===== src/design/b64d_pkg.sv =====
package b64d_pkg;

   // 6-bit symbol value offsets of the URL-safe alphabet
   localparam logic [5:0] LowerBase = 6'd26;
   localparam logic [5:0] DigitBase = 6'd52;
   localparam logic [5:0] DashValue = 6'd62;
   localparam logic [5:0] UnderValue = 6'd63;

   // ASCII codes bounding the alphabet ranges
   localparam logic [7:0] UpperFirst = 8'h41;
   localparam logic [7:0] UpperLast = 8'h5a;
   localparam logic [7:0] LowerFirst = 8'h61;
   localparam logic [7:0] LowerLast = 8'h7a;
   localparam logic [7:0] DigitFirst = 8'h30;
   localparam logic [7:0] DigitLast = 8'h39;
   localparam logic [7:0] DashChar = 8'h2d;
   localparam logic [7:0] UnderChar = 8'h5f;

   // Final status codes
   typedef enum logic [1:0] {
      STATUS_OK = 2'd0,
      STATUS_BAD_LENGTH = 2'd1,
      STATUS_BAD_CHAR = 2'd2,
      STATUS_LEFTOVER = 2'd3
   } status_type;

   // Pending bit counts (always even)
   localparam logic [2:0] Pending0 = 3'd0;
   localparam logic [2:0] Pending2 = 3'd2;
   localparam logic [2:0] Pending4 = 3'd4;
   localparam logic [2:0] Pending6 = 3'd6;

   // Length mod 4 value that makes a string invalid
   localparam logic [1:0] BadLengthMod = 2'd1;

   // Character lookup result
   typedef struct packed {
      logic       in_alphabet;
      logic [5:0] value;
   } symbol_type;

   // One result beat
   typedef struct packed {
      logic [7:0] out_byte;
      logic       byte_valid;
      logic       done_res;
      status_type status;
   } result_type;

endpackage


===== src/design/b64d_if.sv =====
interface b64d_req_if;
   import b64d_pkg::*;
   logic       valid;
   logic       ready;
   logic [7:0] char_in;
   logic       last_char;

   modport source (output valid, output char_in, output last_char, input ready);
   modport sink (input valid, input char_in, input last_char, output ready);
endinterface

interface b64d_rsp_if;
   import b64d_pkg::*;
   logic       valid;
   logic       ready;
   logic [7:0] out_byte;
   logic       byte_valid;
   logic       done_res;
   logic [1:0] status;

   modport source (output valid, output out_byte, output byte_valid, output done_res,
                   output status, input ready);
   modport sink (input valid, input out_byte, input byte_valid, input done_res,
                 input status, output ready);
endinterface


===== src/design/b64d_map.sv =====
module b64d_map
   import b64d_pkg::*;
(
   input  logic [7:0] char_in,
   output symbol_type symbol
);

   // Translate one ASCII character into its 6-bit value
   always_comb begin
      symbol = '{in_alphabet: 1'b0, value: 6'd0};
      if (char_in >= UpperFirst && char_in <= UpperLast) begin
         symbol.in_alphabet = 1'b1;
         symbol.value = 6'(char_in - UpperFirst);
      end else if (char_in >= LowerFirst && char_in <= LowerLast) begin
         symbol.in_alphabet = 1'b1;
         symbol.value = 6'(char_in - LowerFirst) + LowerBase;
      end else if (char_in >= DigitFirst && char_in <= DigitLast) begin
         symbol.in_alphabet = 1'b1;
         symbol.value = 6'(char_in - DigitFirst) + DigitBase;
      end else if (char_in == DashChar) begin
         symbol.in_alphabet = 1'b1;
         symbol.value = DashValue;
      end else if (char_in == UnderChar) begin
         symbol.in_alphabet = 1'b1;
         symbol.value = UnderValue;
      end
   end

endmodule


===== src/design/b64d_core.sv =====
module b64d_core
   import b64d_pkg::*;
(
   input  logic       clock,
   input  logic       reset,
   input  logic       step,
   input  logic [7:0] char_in,
   input  logic       last_char,
   output result_type result
);

   logic [5:0] pending_bits_ff, pending_bits_in;
   logic [2:0] pending_count_ff, pending_count_in;
   logic [1:0] length_mod_ff, length_mod_in;
   logic       bad_char_ff, bad_char_in;

   symbol_type symbol;
   logic [5:0] acc_bits;
   logic [2:0] acc_count;
   logic [7:0] byte_val;
   logic       byte_hit;
   logic       bad_any;
   status_type status_val;

   b64d_map u_map (
      .char_in (char_in),
      .symbol  (symbol)
   );

   // Merge the new symbol into the pending bits, peel off a byte when eight are ready
   always_comb begin
      acc_bits = pending_bits_ff;
      acc_count = pending_count_ff;
      byte_val = 8'd0;
      byte_hit = 1'b0;
      if (symbol.in_alphabet) begin
         case (pending_count_ff)
            Pending2: begin
               byte_val = {pending_bits_ff[1:0], symbol.value};
               byte_hit = 1'b1;
               acc_bits = 6'd0;
               acc_count = Pending0;
            end
            Pending4: begin
               byte_val = {pending_bits_ff[3:0], symbol.value[5:2]};
               byte_hit = 1'b1;
               acc_bits = {4'd0, symbol.value[1:0]};
               acc_count = Pending2;
            end
            Pending6: begin
               byte_val = {pending_bits_ff[5:0], symbol.value[5:4]};
               byte_hit = 1'b1;
               acc_bits = {2'd0, symbol.value[3:0]};
               acc_count = Pending4;
            end
            default: begin
               acc_bits = symbol.value;
               acc_count = Pending6;
            end
         endcase
      end
   end

   // Rank the final status: length, then bad character, then leftover bits
   always_comb begin
      length_mod_in = length_mod_ff + 2'd1;
      bad_any = bad_char_ff | ~symbol.in_alphabet;
      if (length_mod_in == BadLengthMod) begin
         status_val = STATUS_BAD_LENGTH;
      end else if (bad_any) begin
         status_val = STATUS_BAD_CHAR;
      end else if (acc_count != Pending0 && acc_bits != 6'd0) begin
         status_val = STATUS_LEFTOVER;
      end else begin
         status_val = STATUS_OK;
      end
   end

   // Clear the string state after its final character
   always_comb begin
      if (last_char) begin
         pending_bits_in = 6'd0;
         pending_count_in = Pending0;
         bad_char_in = 1'b0;
      end else begin
         pending_bits_in = acc_bits;
         pending_count_in = acc_count;
         bad_char_in = bad_any;
      end
   end

   always_comb begin
      result.out_byte = byte_val;
      result.byte_valid = byte_hit;
      result.done_res = last_char;
      result.status = last_char ? status_val : STATUS_OK;
   end

   // Advance string state once per beat
   always_ff @(posedge clock) begin
      if (reset) begin
         pending_bits_ff <= 6'd0;
         pending_count_ff <= Pending0;
         length_mod_ff <= 2'd0;
         bad_char_ff <= 1'b0;
      end else if (step) begin
         pending_bits_ff <= pending_bits_in;
         pending_count_ff <= pending_count_in;
         length_mod_ff <= last_char ? 2'd0 : length_mod_in;
         bad_char_ff <= bad_char_in;
      end
   end

endmodule


===== src/design/base64url_strict_decoder.sv =====
// base64url strict decoder: one character of an unpadded URL-safe base64 string per beat
// on req_if, with last_char marking the string's final character; every beat gives one
// rsp_if beat carrying a decoded byte when that character completed one, and on the final
// character done_res with the status (ok, bad length, bad character, nonzero leftover
// bits). Bytes of a string whose status is not ok are still delivered and must be
// dropped by the consumer. A character goes through the input register and then the
// result register; one is accepted every cycle, limited only by rsp_if.ready, since
// each register holds one beat and the accumulator update is combinational.
module base64url_strict_decoder
   import b64d_pkg::*;
(
   input logic       clock,
   input logic       reset,
   b64d_req_if.sink  req_if,
   b64d_rsp_if.source rsp_if
);

   logic       in_valid_ff;
   logic [7:0] in_char_ff;
   logic       in_last_ff;
   logic       out_valid_ff;
   result_type out_ff;
   result_type result;
   logic       advance;

   // Move a beat from the input register to the result register when it is free
   assign advance = in_valid_ff && (!out_valid_ff || rsp_if.ready);
   assign req_if.ready = !in_valid_ff || advance;

   b64d_core u_core (
      .clock     (clock),
      .reset     (reset),
      .step      (advance),
      .char_in   (in_char_ff),
      .last_char (in_last_ff),
      .result    (result)
   );

   // Input register
   always_ff @(posedge clock) begin
      if (reset) begin
         in_valid_ff <= 1'b0;
      end else if (req_if.ready) begin
         in_valid_ff <= req_if.valid;
      end
   end

   always_ff @(posedge clock) begin
      if (req_if.ready && req_if.valid) begin
         in_char_ff <= req_if.char_in;
         in_last_ff <= req_if.last_char;
      end
   end

   // Result register: hold while stalled
   always_ff @(posedge clock) begin
      if (reset) begin
         out_valid_ff <= 1'b0;
      end else if (advance) begin
         out_valid_ff <= 1'b1;
      end else if (rsp_if.ready) begin
         out_valid_ff <= 1'b0;
      end
   end

   always_ff @(posedge clock) begin
      if (advance) begin
         out_ff <= result;
      end
   end

   assign rsp_if.valid = out_valid_ff;
   assign rsp_if.out_byte = out_ff.out_byte;
   assign rsp_if.byte_valid = out_ff.byte_valid;
   assign rsp_if.done_res = out_ff.done_res;
   assign rsp_if.status = out_ff.status;

endmodule


===== src/flat_wrapper.sv =====
// flat-port wrapper written by rule: the top's interface ports become plain ports
module base64url_strict_decoder_flat import b64d_pkg::*;
  (clock, reset, req_if_valid, req_if_char_in, req_if_last_char, req_if_ready, rsp_if_valid, rsp_if_out_byte, rsp_if_byte_valid, rsp_if_done_res, rsp_if_status, rsp_if_ready);
  b64d_req_if req_if_i ();
  b64d_rsp_if rsp_if_i ();
  input logic clock;
  input logic reset;
  input wire logic [$bits(req_if_i.valid)-1:0] req_if_valid;
  input wire logic [$bits(req_if_i.char_in)-1:0] req_if_char_in;
  input wire logic [$bits(req_if_i.last_char)-1:0] req_if_last_char;
  output wire logic [$bits(req_if_i.ready)-1:0] req_if_ready;
  output wire logic [$bits(rsp_if_i.valid)-1:0] rsp_if_valid;
  output wire logic [$bits(rsp_if_i.out_byte)-1:0] rsp_if_out_byte;
  output wire logic [$bits(rsp_if_i.byte_valid)-1:0] rsp_if_byte_valid;
  output wire logic [$bits(rsp_if_i.done_res)-1:0] rsp_if_done_res;
  output wire logic [$bits(rsp_if_i.status)-1:0] rsp_if_status;
  input wire logic [$bits(rsp_if_i.ready)-1:0] rsp_if_ready;
  assign req_if_i.valid = req_if_valid;
  assign req_if_i.char_in = req_if_char_in;
  assign req_if_i.last_char = req_if_last_char;
  assign req_if_ready = req_if_i.ready;
  assign rsp_if_valid = rsp_if_i.valid;
  assign rsp_if_out_byte = rsp_if_i.out_byte;
  assign rsp_if_byte_valid = rsp_if_i.byte_valid;
  assign rsp_if_done_res = rsp_if_i.done_res;
  assign rsp_if_status = rsp_if_i.status;
  assign rsp_if_i.ready = rsp_if_ready;
  base64url_strict_decoder u_core (.clock(clock), .reset(reset), .req_if(req_if_i), .rsp_if(rsp_if_i));
endmodule

===== config.mk =====
export PLATFORM = sky130hd
export DESIGN_NAME = base64url_strict_decoder_flat
export DESIGN_NICKNAME = d
export VERILOG_FILES = /design/src/design/b64d_pkg.sv /design/src/design/b64d_if.sv /design/src/design/b64d_map.sv /design/src/design/b64d_core.sv /design/src/design/base64url_strict_decoder.sv /design/src/flat_wrapper.sv
export SDC_FILE = /design/constraint.sdc
export NUM_CORES = 1
export LEC_CHECK = 0
export ABC_CLOCK_PERIOD_IN_PS = 3040
export BUFFER_PORTS_ARGS = -buffer_cell sky130_fd_sc_hd__buf_2
export CAP_MARGIN = 20
export CORE_MARGIN = 2
export CORE_UTILIZATION = 60
export CTS_BUF_LIST = sky130_fd_sc_hd__clkbuf_2
export CTS_CLUSTER_SIZE = 28
export DETAILED_ROUTE_END_ITERATION = 12
export GPL_TIMING_DRIVEN = 0
export MAX_ROUTING_LAYER = met4
export PLACE_DENSITY_LB_ADDON = 0.12
export SLEW_MARGIN = 10
export SYNTH_ARGS = -nofsm -noshare
export SYNTH_HDL_FRONTEND = slang
export SYNTH_SLANG_ARGS = --single-unit

===== constraint.sdc =====
create_clock -name clock -period 3.04 [get_ports clock]
set_clock_uncertainty 0.15 [all_clocks]
set_input_delay 0.912 -clock clock [delete_from_list [all_inputs] [get_ports clock]]
set_output_delay 0.912 -clock clock [all_outputs]
set_load 0.01 [all_outputs]

Word level (Yosys, flattened, before mapping):

Cells that the tools add are included.

* flip-flop bits (word level): 35
* output and inout port bits: 14

* order comparisons: 6
* muxes and demuxes: 20
* bitwise gates (word level): 3
* reductions and logical operators: 15
* add/subtract/negate cells: 6
* eq/ne operators: 6

Operator list (count)
* 7-bit 2-to-1 mux: 5
* 8-bit case mux with 3 select lines: 1
* 6-bit case mux with 3 select lines: 1
* 8-bit by 7-bit >= comparator with 1-bit output (second input constant): 2
* 8-bit by 7-bit less-or-equal comparator with 1-bit output (second input constant): 2
* 6-bit 2-to-1 mux: 2
* 6-bit subtractor (second input constant): 2
* 3-bit case mux with 3 select lines: 1
* 8-bit by 6-bit == test with 1-bit output (second input constant): 1
* 8-bit by 7-bit == test with 1-bit output (second input constant): 1
* 8-bit by 6-bit >= comparator with 1-bit output (second input constant): 1
* 8-bit by 6-bit less-or-equal comparator with 1-bit output (second input constant): 1
* 6-bit by 5-bit adder with 6-bit output (second input constant): 1
* 6-bit adder (second input constant): 1
* 3-bit == test (second input constant): 2
* 1-bit logical AND: 6
* 2-bit 2-to-1 mux: 3
* 3-bit 2-to-1 mux: 2
* 6-bit nonzero test: 1
* 6-bit by 1-bit subtractor with 6-bit output (second input constant): 1
* 1-bit 2-to-1 mux: 5
* 3-bit by 2-bit == test with 1-bit output (second input constant): 1
* 3-bit nonzero test: 1
* 3-bit OR reduction: 1
* 8 further kinds: 11

Longest topological paths before layout:

Gate-level depths: netlist of the first run.

* word-level depth: 13
* mapped depth: 11

By module:

From an unflattened synthesis of the first run, not the netlist that was laid out.

* cells, all modules: 226
* area total of the unflattened synthesis: 2213.4 um^2

Modules (own cells, without submodules)
* b64d_core: area each 895.9 um^2, sequential area each 240.2 um^2, times used 1, cells an instance 117
* base64url_strict_decoder: area each 734.5 um^2, sequential area each 670.6 um^2, times used 1, cells an instance 31
* b64d_map: area each 583.1 um^2, sequential area each 0.0 um^2, times used 1, cells an instance 78

Least setup slack after synthesis of the first run:

No wires, ideal clock.

* path type: reg-to-reg
* from: register u_core.in_char_ff[3]
* to: register u_core.out_ff (netlist bit u_core.rsp_if.status[1]) (data pin)
* period minus slack after synthesis: 2.669 ns
* arrival time: 2.247 ns
* buffers on the path: 2
* library setup time: 0.272 ns
* path slack: 0.371 ns
* cell stages (with the launch flop): 12
* required time: 2.618 ns
* cells stage by stage: edfxtp_1 inv_1 ha_1 nor2b_1 o21ai_4 and3_1 buf_2 nor3_4 buf_6 nand3_1 a32oi_2 a311oi_2

* cells in the longest elaborated chain, start to end: 12
* elaborated cells between the ends (all ways): 31
* those cells by class: add/sub: 5; order compare: 6; eq/ne: 2; mux: 10; bitwise: 2; reduce/logical: 6

Ends and longest elaborated chain
* start, declared: line base64url_strict_decoder.sv:19 `logic [7:0] in_char_ff;`
* start signal, assigned: line base64url_strict_decoder.sv:50 `in_char_ff <= req_if.char_in;`
* parallel branches: the longest is 5 deep, another holds 6-bit subtractor
* 7-bit 2-to-1 mux *: line b64d_map.sv:11 `if (char_in >= UpperFirst && char_in <= UpperLast) begin`
* 6-bit case mux with 3 select lines: line b64d_core.sv:37 `case (pending_count_ff)`
* 6-bit 2-to-1 mux: line b64d_core.sv:36 `if (symbol.in_alphabet) begin`
* 6-bit nonzero test: line b64d_core.sv:72 `end else if (acc_count != Pending0 && acc_bits != 6'd0) begin`
* 1-bit logical AND: line b64d_core.sv:72
* 2-bit 2-to-1 mux: line b64d_core.sv:72
* 2-bit 2-to-1 mux *: line b64d_core.sv:70 `end else if (bad_any) begin`
* end signal, assigned: line base64url_strict_decoder.sv:68 `out_ff <= result;`
* end, declared: line base64url_strict_decoder.sv:22 `result_type out_ff;`

Mark *: on every way between the ends.
A chain may end at the register's enable or synchronous reset.

Worst setup path after layout of the first run:

* from: register u_core.in_char_ff[2]
* to: register u_core.out_ff (netlist bit u_core.rsp_if.status[1]) (data pin)

The elaborated chain is that of the path after synthesis.

==> results.md, run 1 <==
* Synthesized area at 0.00224 sq mm
* ANT nets after route at 0
* Rows at 22
* GRT Util Overall at 0.254
* Period utilization at 0.939
* Tmin final at 2.85 ns
* First-pass detailed-route iteration total at 4
* Initial core utilization at 0.615
* Worst-path fanout max at 10
* Most frequent cells in the layout: nor2_1, buf_2, edfxtp_1
* Vias in the first global route at 1718
* Critical path arrival at 2.83 ns
* CP max stage cell: edfxtp_1
* Sequential area share after synthesis at 0.407
* Num ports at 27
* Clock Path Buffers at 2
* CTS sink count at 35
* Routed Wire Length at 4790 um
* Via density at 5.86
* Clk slew on worst S/H paths at 0.16 ns
* Post-Synthesis Cells at 234
* Commonest non-fill, non-tap cell in the layout: nor2_1
* Primary FF master, synth: edfxtp_1
* Synthesis-to-finish area growth at 14.3%
* CP cell instances: inv_2, ha_2, a21o_2, nand3_1, and3_1, buf_2, nor3_4, buf_6, nand3_1, a32oi_2, a311oi_2
* Pwr per Cell Area at 360 mW/mm^2
* First-pass GRT wire length at 8040 um
* Fill cells at 292
* Vias at 1900
* EDFF count, synth at 21
* Worst vdd ir at 314 uV
* Relative slew margins at 0.584
* Worst-Skew Late Latency at 0.37 ns
* Hold Path Class: register to register
* DR iter-0 viols at 156
* HPWL Detailed at 3500 um
* Final nets at 298
* TritonCTS clock tree: yes
* IO buf count at 26
* Post-DR wirelength/cell at 14.8 um
* F_max at 0.350 GHz
* Die area at 0.00423 sq mm
* Status: completed
* FF+latch count, synth at 35
* Crit path largest cell delay at 0.47 ns
* Critical path data required time at 3.02 ns
* Largest net degree at the start of global routing at 18
* Yosys warns at 0
* H-tree depth at 2
* Initial antenna violation count at 0
* Cell variety after synth at 60
* Hold-fix buffers at CTS at 0
* Layout cells sized above 1 at 0.279
* Post-synthesis net count at 257
* Antenna Diode Count at 0
* Total grt overflow at 0
* Slew @ Worst Pin at 0.624 ns
* Hold Fails Final Rpt at 0
* Synth async-reset ratio at 0
* Leak Pwr at 0.969 nW
* Critical Path Start Type: register
* Final Setup Violations at 0
* RSZ-0062 raised after global routing: no
* Die W at 65.0 um
* Max-cap violations at 0
* Most used cell, CP: nand3_1
* CP top delay family: simple AND/OR/NAND/NOR gates
* Setup CP Type: register to register
* Final Slew Violations at 0
* RD Place Congestion at 0.958
* Die H at 65.0 um
* Crit path capture type: register
* Core area at 0.00363 sq mm
* Clk root buf: clkbuf_2
* Number of remaining DRC errors at 0
* Core Util, Final at 0.703
* TritonCTS Buffers at 5
* Fin worst setup slack at 0.186 ns
* Worst path bufs/invs at 3
* Avg Synthesized Cell Area at 9.56 sq um
* Dpl ws at -0.0326 ns
## synth_stat cells, drive strengths merged (5+ instances only)
| master | n | area [sq um] |
|---|---|---|
| a32oi | 7 | 68.8 |
| dfxtp | 14 | 280 |
| nand3 | 7 | 40.0 |
| nand2 | 13 | 51.3 |
| a211oi | 8 | 65.1 |
| nor2 | 32 | 128 |
| nand2b | 5 | 31.3 |
| inv | 12 | 45.0 |
| o21ai | 16 | 106 |
| a21oi | 15 | 82.6 |
| ha | 10 | 125 |
| edfxtp | 21 | 631 |
| clkbuf | 5 | 18.8 |
| nor2b | 6 | 40.0 |
## registers in the layout, summed over array words and instances, names as in the netlist
| register | flops |
|---|---|
| u_core.rsp_if.valid | 1 |
| u_core.in_last_ff | 1 |
| u_core.rsp_if.status | 2 |
| u_core.in_char_ff | 8 |
| u_core.rsp_if.byte_valid | 1 |
| u_core.u_core.pending_bits_ff | 6 |
| u_core.rsp_if.out_byte | 8 |
| u_core.rsp_if.done_res | 1 |
| u_core.u_core.pending_count_ff | 3 |
| u_core.u_core.length_mod_ff | 2 |
| u_core.u_core.bad_char_ff | 1 |
| u_core.in_valid_ff | 1 |
## worst paths after layout
check                                               startpoint                        endpoint  slack [ns]  cells past startpoint
worst max-delay path                      u_core.in_char_ff[2]         u_core.rsp_if.status[1]        0.19                     11
worst min-delay path            u_core.u_core.length_mod_ff[1]  u_core.u_core.length_mod_ff[1]        0.37                      2
worst max register to register            u_core.in_char_ff[2]         u_core.rsp_if.status[1]        0.19                     11
worst min register to register  u_core.u_core.length_mod_ff[1]  u_core.u_core.length_mod_ff[1]        0.37                      2
## power by group
| group | total (W) | switching, W | internal (W) | leakage [nW] |
|---|---|---|---|---|
| Combinational | 0.000188 | 0.000113 | 0.0000749 | 0.618 |
| Sequential | 0.000534 | 0.0000128 | 0.000522 | 0.318 |
| Clock | 0.000198 | 0.000145 | 0.0000527 | 0.0325 |
## worst min-delay path: stages, from the launching register on
cell     delay (ns)
dfxtp_1        0.36
a21oi_1        0.06
nor2_1         0.07
## cell type report
class | instances | area (sq um) | area share
buffer | 8 | 40.0 | 0.0157
clock buffer | 5 | 25.0 | 0.00979
clock inverter | 3 | 15.0 | 0.00588
inverter | 12 | 45.0 | 0.0176
multi-input combinational | 179 | 1270 | 0.497
sequential | 35 | 911 | 0.357
tap | 48 | 60.1 | 0.0235
timing repair buffer | 34 | 190 | 0.0744
## metrics by stage
stage / instance area (sq um) / TNS, ns / hold slack [ns] / std cells / power, W
after floorplan: 2240 / 0 / 0.302 / 234 / 0.000672
after global placement: 2430 / -0.0737 / 0.312 / 308 / 0.000716
after detailed placement: 2430 / -0.0589 / 0.348 / 308 / 0.000717
after CTS: 2480 / 0 / 0.381 / 317 / 0.000918
after global routing: 2550 / 0 / 0.404 / 324 / 0.000974
final: 2550 / 0 / 0.370 / 324 / 0.000921
## kinds of logic (layout without fill, tap and decap cells)
logic type      count (synthesis)  in the layout  synth area share
fa+ha+maj                      10             10            0.0560
xor+xnor                        6              6            0.0235
compound gates                 69             69             0.231
simple gates                   88             88             0.217
flops                          35             35             0.407
buf+inv                        20             62            0.0381
mux                             6              6            0.0280
## metal layers
metal  vias to the layer above  global-route usage  wire (um)
met2                        62               0.365       2110
li1                        951                   -          -
met5                         -                   -          0
met4                         0              0.0755         80
met3                         7              0.0503        241
met1                       880               0.367       2350
## timing repair
action                                  in CTS  in global routing
setup buffers                                1                  7
resized for setup                            2                  7
endpoints found under the setup margin       2                  5
cloned                                       0                  0
Power figures use the tool's default switching activity.
==> run 2: changes to the inputs <==
Settings changed: PLACE_DENSITY set to 0.87, PLACE_DENSITY_LB_ADDON 0.12 to unset.
==> run 2 against run 1 <==
  * Sequential power barely moved
  * Global-route usage fell by 0.87 points
  * Power rose by 10%
  * Critical endpoint unchanged
  * Clock power rose by 49%
==> results.md, run 2 (synthesized netlist as in run 1, its figures left out) <==
* Seq pwr share at 0.527 (-0.054)
* CP cell instances: buf_4, ha_1, nor2b_2, o21ai_4, and3_1, buf_2, nor3_4, buf_6, nand3_1, a32oi_2, a311oi_2
* Critical path data required time at 3.02 ns (about the same)
* Tmin final at 2.86 ns (+0.00284 ns)
* HP Start: u_core.u_core.length_mod_ff[1]
* Final nets at 296 (-0.67%)
* Post-DR wirelength/cell at 14.9 um (+0.66%)
* Final total power at 0.00101 W (+10%)
* Max-cap violations at 0 (unchanged)
* Initial antenna violation count at 0 (unchanged)
* Crit path largest cell delay at 0.53 ns (+0.06 ns)
* Worst vdd ir at 310 uV (-1.2%)
* Routed Wire Length at 4790 um (about the same)
* Clock Path Buffers at 2 (unchanged)
* Vias at 1914 (+0.74%)
* Die area at 0.00423 sq mm (unchanged)
* Critical path arrival at 2.84 ns (about the same)
* First-pass detailed-route iteration total at 4 (unchanged)
* Clk root buf: clkbuf_2
* Most frequent cells in the layout: nor2_1, buf_2, edfxtp_1
* Worst-path fanout max at 10 (unchanged)
* Hold Fails Final Rpt at 0 (unchanged)
* Rows at 22 (unchanged)
* Relative slew margins at 0.571 (-0.0126)
* WHS at 0.368 ns (-0.00235 ns)
* Number of remaining DRC errors at 0 (unchanged)
* Synthesis-to-finish area growth at 14.3% (unchanged)
* Critical Path Start Type: register
* TritonCTS clock tree: yes
* Leak Pwr at 0.970 nW (+0.18%)
* Layout cells sized above 1 at 0.259 (-0.0199)
* Period utilization at 0.940 (about the same)
* Crit path capture type: register
* Vias in the first global route at 1706 (-0.70%)
* IO buf count at 26 (unchanged)
* Clock share of power at 0.291 (+0.076)
* Final Setup Violations at 0 (unchanged)
* CTS sink count at 35 (unchanged)
* GRT Util Overall at 0.246 (-0.00875)
* Num ports at 27 (unchanged)
* Antenna Diode Count at 0 (unchanged)
* Worst path bufs/invs at 3 (unchanged)
* Hold Path Class: register to register
* Commonest non-fill, non-tap cell in the layout: nor2_1
* RD Place Congestion at 0.940 (-1.8%)
* Sw Share at 0.277 (-0.0181)
* Initial core utilization at 0.615 (unchanged)
* TritonCTS Buffers at 5 (unchanged)
* Worst R2R Start: u_core.in_char_ff[0]
* Core area at 0.00363 sq mm (unchanged)
* Die H at 65.0 um (unchanged)
* Worst-Skew Late Latency at 0.37 ns (about the same)
* Logic gate share of total power at 0.181 (-0.023)
* First-pass GRT wire length at 7700 um (-4.2%)
* Via density at 5.94 (+1.4%)
* Fill cells at 288 (-1.4%)
* DR iter-0 viols at 168 (+7.7%)
* Status: completed
* Placed cell count at 308 (unchanged)
* Clk slew on worst S/H paths at 0.17 ns (about the same)
* Largest net degree at the start of global routing at 18 (unchanged)
* Psw at 0.000280 W (+3.4%)
* Area after DPL at 0.00243 sq mm (unchanged)
* F_max at 0.350 GHz (about the same)
* Total grt overflow at 0 (unchanged)
* Core Util, Final at 0.703 (unchanged)
* Die W at 65.0 um (unchanged)
* HPWL Detailed at 3470 um (-1.0%)
* H-tree depth at 2 (unchanged)
* ANT nets after route at 0 (unchanged)
* CP top delay family: simple AND/OR/NAND/NOR gates
* Slew @ Worst Pin at 0.643 ns (+0.0189 ns)
* CP startpoint: u_core.in_char_ff[0]
* Pwr per Cell Area at 397 mW/mm^2 (+10%)
* Internal at 0.000734 W (+13%)
* Setup CP Type: register to register
* Fin area at 0.00255 sq mm (unchanged)
* Final Slew Violations at 0 (unchanged)
* Finished Layout Cells at 322 (-0.62%)
* CP max stage cell: edfxtp_1
run 2: cell types whose count changed in the layout (fill, tap and decap cells not counted), sizes merged:
cell    previous run  this run
inv               12        13
bufinv             0         1
buf               37        35
clkinv             3         1
run 2: per-layer routing:
layer / wire [um] / up-vias / GRT usage
met5: 0 / - / -
met4: 112 / 0 / 0.0964
met3: 393 / 11 / 0.0521
met2: 2140 / 92 / 0.374
met1: 2140 / 875 / 0.323
li1: - / 936 / -
run 2: power groups by stage:
| stage | sequential (W) | combinational [W] | clock (W) |
|---|---|---|---|
| 5_1_grt | 0.000537 | 0.000202 | 0.000320 |
| 4_1_cts | 0.000538 | 0.000169 | 0.000303 |
| 2_1_floorplan | 0.000548 | 0.000124 | 0 |
| 3_5_place_dp | 0.000549 | 0.000168 | 0 |
| 3_3_place_gp | 0.000548 | 0.000165 | 0 |
| 6_report | 0.000535 | 0.000184 | 0.000296 |
run 2: area by class of cell:
type                    count  area, sq um  share of cell area
well taps                  48         60.1              0.0235
repair buffers             32          175              0.0686
multi-input cells         179         1260               0.492
clock inverters             3         42.5              0.0167
clock buffers               5         25.0             0.00979
flip-flops and latches     35          911               0.357
plain buffers               8         40.0              0.0157
inverters                  12         45.0              0.0176
run 2: worst register-to-register path, stage by stage (launching register included):
cell and delay (ns):
edfxtp_1 0.53, buf_4 0.20, ha_1 0.25, nor2b_2 0.21, o21ai_4 0.11, and3_1 0.17
buf_2 0.17, nor3_4 0.21, buf_6 0.17, nand3_1 0.09, a32oi_2 0.26, a311oi_2 0.12
run 2: per-stage QoR:
step	setup WS, ns	TNS [ns]
finish	0.183	0
detailed placement	-0.0295	-0.0587
global placement	-0.0389	-0.0757
global route	-0.00236	-0.00236
floorplan	0.371	0
CTS	0.0143	0
run 2: repair_timing:
item	4_1_cts	5_1_grt
buffers inserted	0	6
gates resized for setup	1	4
hold buffers	0	0
endpoints found under the setup margin	2	9
run 2: final timing paths:
check,end,slack (ns),depth (start not counted)
setup / recovery,u_core.rsp_if.status[1],0.18,11
hold / removal,u_core.u_core.length_mod_ff[1],0.37,2
setup reg to reg,u_core.rsp_if.status[1],0.18,11
hold reg to reg,u_core.u_core.length_mod_ff[1],0.37,2
==> run 3: changes to the inputs <==
Settings changed: ABC_AREA set to 1, CELL_PAD_IN_SITES_DETAIL_PLACEMENT set to 0, CELL_PAD_IN_SITES_GLOBAL_PLACEMENT set to 1, CORE_UTILIZATION 60 to 44.
==> run 3 against run 2 <==
  * Core utilization decreased by 17 points
  * First-iteration DRC count shrank 29%
  * Power is 8.2% lower
  * Critical path depth increased by 6
==> results.md, run 3 <==
* CP top delay family: simple AND/OR/NAND/NOR gates
* Clk slew on worst S/H paths at 0.20 ns (+0.03 ns)
* Layout cells sized above 1 at 0.206 (-0.0526)
* Antenna Diode Count at 0 (unchanged)
* Synthesis-to-finish area growth at 14.1%
* Worst-Skew Late Latency at 0.40 ns (+0.03 ns)
* Fill cells at 500 (+74%)
* CTS sink count at 35 (unchanged)
* CP max stage cell: edfxtp_1
* Logic gate share of total power at 0.189 (+0.008)
* Number of remaining DRC errors at 0 (unchanged)
* Die W at 75.1 um (+15%)
* Die area at 0.00564 sq mm (+33%)
* Clock Path Buffers at 2 (unchanged)
* DR iter-0 viols at 119 (-29%)
* Final nets at 361 (+22%)
* Reg area at 911 sq um (unchanged)
* TritonCTS clock tree: yes
* Crit path capture type: register
* Rows at 25 (+14%)
* Core area at 0.00479 sq mm (+32%)
* FF+latch count, synth at 35 (unchanged)
* Post-synthesis net count at 321 (+25%)
* RSZ-0062 raised after global routing: no
* Critical path data required time at 3.04 ns (+0.02 ns)
* Hold Fails Final Rpt at 0 (unchanged)
* Slew @ Worst Pin at 0.677 ns (+0.0349 ns)
* Largest net degree at the start of global routing at 15 (-3)
* Num ports at 27 (unchanged)
* Multi-input gate area at 0.00113 sq mm (-10%)
* Sum Neg Setup Slack at 0 ns (unchanged)
* Synth async-reset ratio at 0 (unchanged)
* Psw at 0.000290 W (+3.2%)
* Initial antenna violation count at 0 (unchanged)
* Tmin final at 2.81 ns (-0.0479 ns)
* Yosys warns at 0 (unchanged)
* Grt met3 use at 0.0509 (-0.00121)
* Grt met2 use at 0.274 (-0.0998)
* Post-synth top cells: nand2_1, inv_1, nand3_1, edfxtp_1, a21oi_1
* Hold Path Class: register to register
* GRT Util Overall at 0.190 (-0.0557)
* Avg Synthesized Cell Area at 7.47 sq um (-22%)
* Initial core utilization at 0.465 (-0.150)
* Max-cap violations at 0 (unchanged)
* Crit path largest cell delay at 0.55 ns (+0.02 ns)
* Leak Pwr at 1.17 nW (+21%)
* Vias at 1949 (+1.8%)
* Sequential area share after synthesis at 0.409 (+0.00183)
* RD Place Congestion at 0.893 (-5.0%)
* Seq pwr share at 0.572 (+0.045)
* Internal at 0.000641 W (-13%)
* IO buf count at 26 (unchanged)
* Die H at 75.1 um (+15%)
* HPWL Detailed at 3480 um (+0.25%)
* ANT nets after route at 0 (unchanged)
* Count leader, synth: nand2_1
* Vias in the first global route at 1675 (-1.8%)
* Final Setup Violations at 0 (unchanged)
* Cell variety after synth at 34 (-43%)
* Critical Path Start Type: register
* CP cell instances: inv_2, ha_1, inv_1, nand2_1, nand3_1, nand2_1, nand2_1, nand2_4, nand3_4, nand2_2, inv_1, nand2_1, nand2_1, nor2_1, nand3_2, nand2_1, a21oi_1
* Clock share of power at 0.239 (-0.052)
* Period utilization at 0.924 (-0.0158)
* Global route hottest layer: met2
* Yosys top cell by area: edfxtp_1
* Critical path arrival at 2.81 ns (-0.03 ns)
* M1 GR Usage at 0.259 (-0.0635)
* Worst path bufs/invs at 3 (unchanged)
* Commonest non-fill, non-tap cell in the layout: nand2_1
* F_max at 0.356 GHz (+1.7%)
* Status: completed
* First-pass GRT wire length at 7710 um (+0.18%)
* Worst-path fanout max at 10 (unchanged)
* TritonCTS Buffers at 5 (unchanged)
* Post-Synthesis Cells at 298 (+27%)
* Via density at 4.80 (-19%)
* H-tree depth at 2 (unchanged)
* Most frequent cells in the layout: nand2_1, inv_1, buf_2
* Synth top area share at 0.283 (+0.00127)
* Worst vdd ir at 280 uV (-9.4%)
* Clk root buf: clkbuf_2
* Primary FF master, synth: edfxtp_1
* Final Slew Violations at 0 (unchanged)
* Relative slew margins at 0.547 (-0.0245)
* Sw Share at 0.311 (+0.0345)
* WHS at 0.328 ns (-0.0402 ns)
* EDFF count, synth at 21 (unchanged)
* Most used cell, CP: nand2_1
* Synthesized area at 0.00223 sq mm (-0.45%)
* Total grt overflow at 0 (unchanged)
* Post-DR wirelength/cell at 11.6 um (-22%)
* First-pass detailed-route iteration total at 5 (+1)
* Pwr per Cell Area at 367 mW/mm^2 (-7.6%)
* Setup CP Type: register to register
* Routed Wire Length at 4710 um (-1.6%)
* Synth top area cells: edfxtp_1, nand2_1, dfxtp_1
## run 3: cell types whose count changed after synthesis, sizes merged, moves of 8 or more
cell / before / now
inv: 12 / 41
nor2: 32 / 20
nand2: 13 / 113
nand3: 7 / 29
o21ai: 16 / 8
## run 3: final cells by class
cell class / count / share of cell area
buffer: 4 / 0.0118
sequential: 35 / 0.359
timing repair buffer: 33 / 0.0720
clock buffer: 6 / 0.0118
multi-input combinational: 216 / 0.444
inverter: 43 / 0.0646
clock inverter: 2 / 0.00444
tap: 67 / 0.0330
## run 3: kinds of logic (layout without fill, tap and decap cells)
family / count (synthesis) / count (layout) / share of synthesized area
compound gates: 33 / 33 / 0.0877
xor+xnor: 4 / 4 / 0.0157
fa+ha+maj: 10 / 10 / 0.0562
buf+inv: 47 / 88 / 0.0871
flops: 35 / 35 / 0.409
simple gates: 169 / 169 / 0.344
## run 3: timing repair
action | in CTS | in global routing
resized for setup | 0 | 2
endpoints found under the setup margin | 0 | 2
setup buffers | 0 | 7
hold buffers | 0 | 0
## run 3: power groups by stage
stage	sequential, W	combinational (W)	clock (W)
after global placement	0.000544	0.000165	0
after floorplan	0.000546	0.000118	0
after global routing	0.000536	0.000199	0.000247
after detailed placement	0.000545	0.000166	0
after CTS	0.000535	0.000166	0.000233
final	0.000533	0.000176	0.000222
## run 3: stage by stage
step                      worst slack (ns)  area, sq um  std cells   util  total power (W)
after detailed placement             0.253         2440        391  0.510         0.000711
after floorplan                      0.697         2230        298      -         0.000664
final                                0.231         2540        406  0.530         0.000931
after global routing                0.0194         2540        406  0.530         0.000982
after global placement               0.278         2440        391  0.510         0.000709
after CTS                            0.200         2480        399  0.518         0.000934
## run 3: worst paths after layout
check	start	endpoint	slack (ns)	cells past startpoint
max	u_core.in_char_ff[1]	u_core.rsp_if.status[1]	0.23	17
min	u_core.u_core.length_mod_ff[1]	u_core.u_core.length_mod_ff[1]	0.33	2
max reg2reg	u_core.in_char_ff[1]	u_core.rsp_if.status[1]	0.23	17
min reg2reg	u_core.u_core.length_mod_ff[1]	u_core.u_core.length_mod_ff[1]	0.33	2
## run 3: metal layers
metal  vias up  part of all wire
met5         -                 0
met4         0             0.014
met3         6             0.062
met2        55              0.42
met1       849              0.50
li1       1039                 -
## run 3: worst reg2reg max path, delay by kind of cell, from the launching register on
family	cells	cell delay (ns)
AO/OA/AOI/OAI	1	0.06
flip-flops	1	0.55
buffers and inverters	3	0.29
AND/OR/NAND/NOR	12	1.32
adder cells (fa/ha/maj)	1	0.18
